===== src/hdl/lof_pkg.sv =====
// Shared types and constants of the 3x3 Laplacian outline filter.
package lof_pkg;

  localparam int CHAN_W     = 8;
  localparam int PIX_W      = 3 * CHAN_W;
  localparam int FW_W       = 11;
  localparam int FH_W       = 13;
  localparam int ROW_W      = 13;
  localparam int MAX_HEIGHT = 4096;
  localparam int MIN_DIM    = 3;
  localparam int PADDR_W    = 4;
  localparam int PDATA_W    = 32;

  localparam logic [1:0] REG_FRAME_WIDTH  = 2'd0;
  localparam logic [1:0] REG_FRAME_HEIGHT = 2'd1;
  localparam logic [1:0] REG_COLOUR_MODE  = 2'd2;

  localparam logic CMD_PIXEL = 1'b0;
  localparam logic CMD_DRAIN = 1'b1;

  localparam logic [CHAN_W-1:0] CHAN_MAX = 8'hff;
  localparam logic [CHAN_W-1:0] CHAN_MIN = 8'h00;

  typedef logic [PIX_W-1:0] pixel_t;

  // One channel of the 3x3 neighbourhood, indexed [row][column], row 0 on top.
  typedef logic [2:0][2:0][CHAN_W-1:0] chan_win_t;

  // Which frame borders the centre pixel touches.
  typedef struct packed {
    logic top;
    logic bottom;
    logic left;
    logic right;
  } border_t;

endpackage


===== src/hdl/lof_kernel.sv =====
// One channel of the 3x3 Laplacian kernel with border replication and clamping.
module lof_kernel import lof_pkg::*; (
  input  chan_win_t         win,
  input  border_t           border,
  output logic [CHAN_W-1:0] result
);

  logic [1:0]         row_sel [3];
  logic [1:0]         col_sel [3];
  logic [11:0]        nsum;
  logic [11:0]        centre9;
  logic signed [12:0] diff;

  always_comb begin
    row_sel[0] = border.top    ? 2'd1 : 2'd0;
    row_sel[1] = 2'd1;
    row_sel[2] = border.bottom ? 2'd1 : 2'd2;
    col_sel[0] = border.left   ? 2'd1 : 2'd0;
    col_sel[1] = 2'd1;
    col_sel[2] = border.right  ? 2'd1 : 2'd2;
  end

  // Sum of the nine taps after replication; the centre is among them, so the
  // centre weight of eight becomes nine here.
  always_comb begin
    nsum = '0;
    for (int i = 0; i < 3; i++) begin
      for (int j = 0; j < 3; j++) begin
        nsum = nsum + 12'(win[row_sel[i]][col_sel[j]]);
      end
    end
  end

  assign centre9 = (12'(win[1][1]) << 3) + 12'(win[1][1]);
  assign diff    = $signed({1'b0, centre9}) - $signed({1'b0, nsum});

  always_comb begin
    if (diff < 0) begin
      result = CHAN_MIN;
    end else if (diff > $signed(13'(CHAN_MAX))) begin
      result = CHAN_MAX;
    end else begin
      result = diff[CHAN_W-1:0];
    end
  end

endmodule


===== config.mk =====
export PLATFORM = sky130hd
export DESIGN_NAME = lof_kernel
export DESIGN_NICKNAME = d
export VERILOG_FILES = /design/src/hdl/lof_pkg.sv /design/src/hdl/lof_kernel.sv
export SDC_FILE = /design/constraint.sdc
export NUM_CORES = 1
export LEC_CHECK = 0
export ABC_AREA = 0
export BUFFER_PORTS_ARGS = -buffer_cell sky130_fd_sc_hd__buf_2
export CAP_MARGIN = 10
export CORE_ASPECT_RATIO = 1.5
export CORE_MARGIN = 1.5
export CORE_UTILIZATION = 49
export DETAILED_ROUTE_END_ITERATION = 10
export PLACE_DENSITY_LB_ADDON = 0.12
export RECOVER_POWER = 50
export SETUP_SLACK_MARGIN = 0.2
export SYNTH_ARGS = -nofsm -noshare
export SYNTH_HDL_FRONTEND = slang
export SYNTH_SLANG_ARGS = --single-unit

===== constraint.sdc =====
create_clock -name vclk -period 9.4
set_clock_uncertainty 0.2 [all_clocks]
set_input_delay 1.88 -clock vclk [all_inputs]
set_output_delay 1.88 -clock vclk [all_outputs]
set_load 0.1 [all_outputs]

Word level (Yosys, flattened, before mapping)
Cells that the tools add are included.
{"block": "totals", "register_bits": 0, "input_bits": 76, "word_cells": 38}
{"block": "op_classes", "n_addsub": 10, "n_lt_le_gt_ge": 6, "mux": 22}
{"op": "$bmux 24 s2", "count": 2}
{"op": "$bmux 8 s2", "count": 6}
{"op": "$mux 8", "count": 8}
{"op": "$add 12x8->12", "count": 4}
{"op": "$mux 24", "count": 2}
{"op": "$add 11x8->12", "count": 2}
{"op": "$gt 13x9->1 const B", "count": 1}
{"op": "$lt 13x1->1 const B", "count": 1}
{"op": "$sub 12x12->13", "count": 1}
{"op": "$add 10x8->11", "count": 1}
{"op": "$add 9x8->10", "count": 1}
{"op": "$add 8x8->9", "count": 1}
{"op": "$lt 1x3->1 const B", "count": 2}
{"op": "$lt 2x3->1 const B", "count": 2}
{"op": "$mux 2", "count": 2}
{"op": "$mux 1", "count": 2}

Longest topological paths before layout
{"block": "depth", "ltp_word": 17, "ltp_mapped": 22, "mapped_depth_nobuf": 19}

Least setup slack after synthesis
No wires, ideal clock.
{"block": "synth_timing", "path_kind": "input to output", "startpoint": "in border[2] (netlist name)", "endpoint": "out result[0]", "arrival_time_ns": 8.427, "required_ns": 7.320, "slack_ns": -1.107, "path_stages": 20, "n_path_buf": 2, "path_cell_list": "clkbuf_1 > buf_2 > mux2i_1 > nor2_1 > a21oi_1 > fa_1 > fa_1 > fa_1 > inv_1 > fa_1 > fa_1 > inv_1 > ha_1 > inv_1 > fa_1 > nand2b_1 > a21oi_2 > mux2i_1 > a211oi_2 > a41oi_1"}
{"block": "synth_via", "elab_chain_len": 12, "elab_cells_between_ends": 15}
{"item": "start, declared", "line": "lof_kernel.sv:4", "rtl": "input border_t border,"}
{"item": "$mux 2 (*)", "line": "lof_kernel.sv:17", "rtl": "row_sel[2] = border.bottom ? 2'd1 : 2'd2;"}
{"item": "$bmux 24 s2 (*)", "line": "lof_kernel.sv:29", "rtl": "nsum = nsum + 12'(win[row_sel[i]][col_sel[j]]);"}
{"item": "$mux 24 (not written as such) (*)", "line": "lof_kernel.sv:29"}
{"item": "$bmux 8 s2", "line": "lof_kernel.sv:29"}
{"item": "$mux 8 (not written as such)", "line": "lof_kernel.sv:29"}
{"item": "$add 12x8->12 (2 in a row)", "line": "lof_kernel.sv:29"}
{"item": "$add 12x8->12 (*)", "line": "lof_kernel.sv:29"}
{"item": "$sub 12x12->13 (*)", "line": "lof_kernel.sv:35", "rtl": "assign diff = $signed({1'b0, centre9}) - $signed({1'b0, nsum});"}
{"item": "$gt 13x9->1", "line": "lof_kernel.sv:40", "rtl": "end else if (diff > $signed(13'(CHAN_MAX))) begin"}
{"item": "$mux 8", "line": "lof_kernel.sv:40"}
{"item": "$mux 8 (*)", "line": "lof_kernel.sv:38", "rtl": "if (diff < 0) begin"}
{"item": "end, declared", "line": "lof_kernel.sv:5", "rtl": "output logic [CHAN_W-1:0] result"}
Mark *: on every way between the ends. The rest lies on a longest branch, timed or not. The select of a mux whose other input is x is not followed.

Worst setup path after layout
{"block": "layout_timing", "startpoint": "in border[2] (netlist name)", "endpoint": "out result[4]"}
Same word-level chain as after synthesis.

==> run metrics <==
status=finished, final reports clean; Adder-Cell Fraction of Synth Area=a little under half; commonest cells after routing, fill and taps aside=inv_1, buf_2, fa_1; Cells after Synth=398; HP Class=input port to primary output; Slew Limit Fails=0; CP max stage delay=0.57 ns; clk_buf instances=0; largest net degree at the start of global routing=31; Yosys top cell by area=fa_1; total iterations of the first detailed-routing run=4; Tcrit/Tclk final=96.8%; Synth-to-Final Area Change=39.5%; drt wl/cell=around 16 um; hold buffer count at CTS=0; Worst-Margin Slew=0.284 ns; Antenna Violating Nets Remaining=0; Ant. Diodes=0; setup ws final=between 0.2 and 0.3 ns; Max Freq=between 100 and 150 MHz; met1 wire length=3190 um; Top cell by count, worst path=fa_1; dpl hpwl=7420 um; Synth Area in XOR/XNOR=2.71%; CP Data Arrival Time=7.02 ns; Die Width=72.6 um; worst path bufs/invs=7; wire length on met2=5520 um; Final Setup Violations=0; routed via count=3,163; GRT overflow=0; Vert. Die Dim=around 110 um; post-synthesis mux area share=18.3%; Worst Setup Start Kind=input port; Mapped Area=3560 um^2; top routing layer used=met4; Levels on crit path=21; commonest non-fill, non-tap cell in the layout=inv_1; # nets final=666; CP cell instances=buf_12, buf_12, mux2i_1, nor2_2, a21oi_4, fa_1, fa_1, fa_1, inv_1, fa_1, fa_1, inv_2, ha_4, buf_4, a211oi_2, o21ai_2, a311o_1, a211oi_4, buf_12, a41oi_4, buf_12; share of the synthesized area in the top cell type=38.8%; Synth Area per Inst=8.94 um^2; Storage cell area=0 um^2; library cells used by synthesis=39; core area=6940 um^2; worst hold start=win[39]; IO Port Bufs=84; Worst Path Required=7.32 ns; family with the most delay on the worst path=adder cells; Post-Syn Nets=564; crit-path max FO=8; slowest CP cell=fa_1; seq_cells=0; pre-CTS worst setup slack=-0.0604 ns; DRC Markers=0; total of max-cap violations=0; aggregate routed wire length=9200 um; crit path kind=input port to primary output; vias per inst=5.49; layout cells sized above 1=between 30 and 40%; start point of the critical path=border[2]; combinational family with the most area after synthesis=adder cells; Synth area leaders=fa_1, mux2i_1, inv_1, ha_1, mux2_2; initial drt markers=73; RSZ-0062 raised after global routing=true; post-synthesis simple-gate area fraction=~6.6%; number of global-route vias before repair=~3,500; first-pass GRT wire length=14,800 um; headroom to the max-slew limit=roughly four fifths; routability cong.=0.854; IO Count=84; Synthesis Warnings=0; Fin. Hold Viols=0; initial antenna violation count=0; Seq/Total Area, Yosys=0%; row count=37; initial core utilization=between 50% and 60%; Synth Area in Compound Gates=14.3%; Period minus WS final=between 9 and 10 ns; GRT Overall Usage=23.8%; Worst Hold Path Cells=6; Setup TNS=0 ns; met3 wire len=220 um; Crit. End Element=primary output; die area=~8000 um^2
Yosys cell counts:
cell and number:
a22oi_1 1, a21oi_1 29, o21ai_1 9, a21o_1 2, a211oi_1 6, o211a_1 1
mux2i_1 47, inv_1 93, o21bai_1 2, o31ai_1 1, nand2b_1 6, nand2_1 9
clkbuf_1 5, o21ai_2 1, nor4_1 1, maj3_1 1, mux2_2 16, a41oi_1 8
xor2_1 6, a221o_2 1, o21ai_0 4, and3_1 2, nor2_1 24, and2_0 1
o211ai_2 1, nor3b_1 1, fa_1 69, a211oi_4 1, buf_1 5, a311o_1 1
a31o_1 1, buf_2 5, a21oi_2 2, nor2b_1 5, o211ai_1 2, and3_4 1
ha_1 21, xnor2_1 5, a211oi_2 2
final cells by class:
class	count	area, um^2
repair buffers	115	951
inverters	93	349
fillers	560	1980
well taps	78	97.6
multi-input cells	290	3560
final timing paths:
kind / to / slack (ns)
setup / recovery: result[4] / 0.30
hold / removal: result[0] / 4.48
metal layers:
layer  track usage [%]  vias up
met5                 0        -
met4              4.45        0
met3             0.281       22
met2              50.5       78
met1              25.0     1565
li1                  -     1498
worst min-delay path, cell delays in order:
cell and delay (ns):
buf_2 0.14, ha_1 0.22, a21oi_2 0.16, buf_12 0.18, a41oi_4 0.05, buf_12 0.16
cells by family after synthesis:
logic type / count (synthesis)
compound gates: 75
mux: 63
simple gates: 50
fa+ha+maj: 91
buf+inv: 108
xor+xnor: 11
stage by stage:
stage	instances	hold WS (ns)	cell area, um^2	util (%)
CTS	565	4.48	4630	66.7
finish	576	4.48	4960	71.5
global placement	564	4.46	4530	65.2
detailed placement	564	4.48	4530	65.2
global route	576	4.51	4960	71.5
floorplan	398	4.51	3870	-
what timing repair did:
item,4_1_cts,5_1_grt
endpoints found under the setup margin,8,8
pin swaps,3,22
buffers inserted,1,9
resized for setup,25,53
gates cloned,0,2
Power is left out: the tool's default activity adds up to more than one toggle a clock period on the data nets, which glitch-free logic cannot reach.
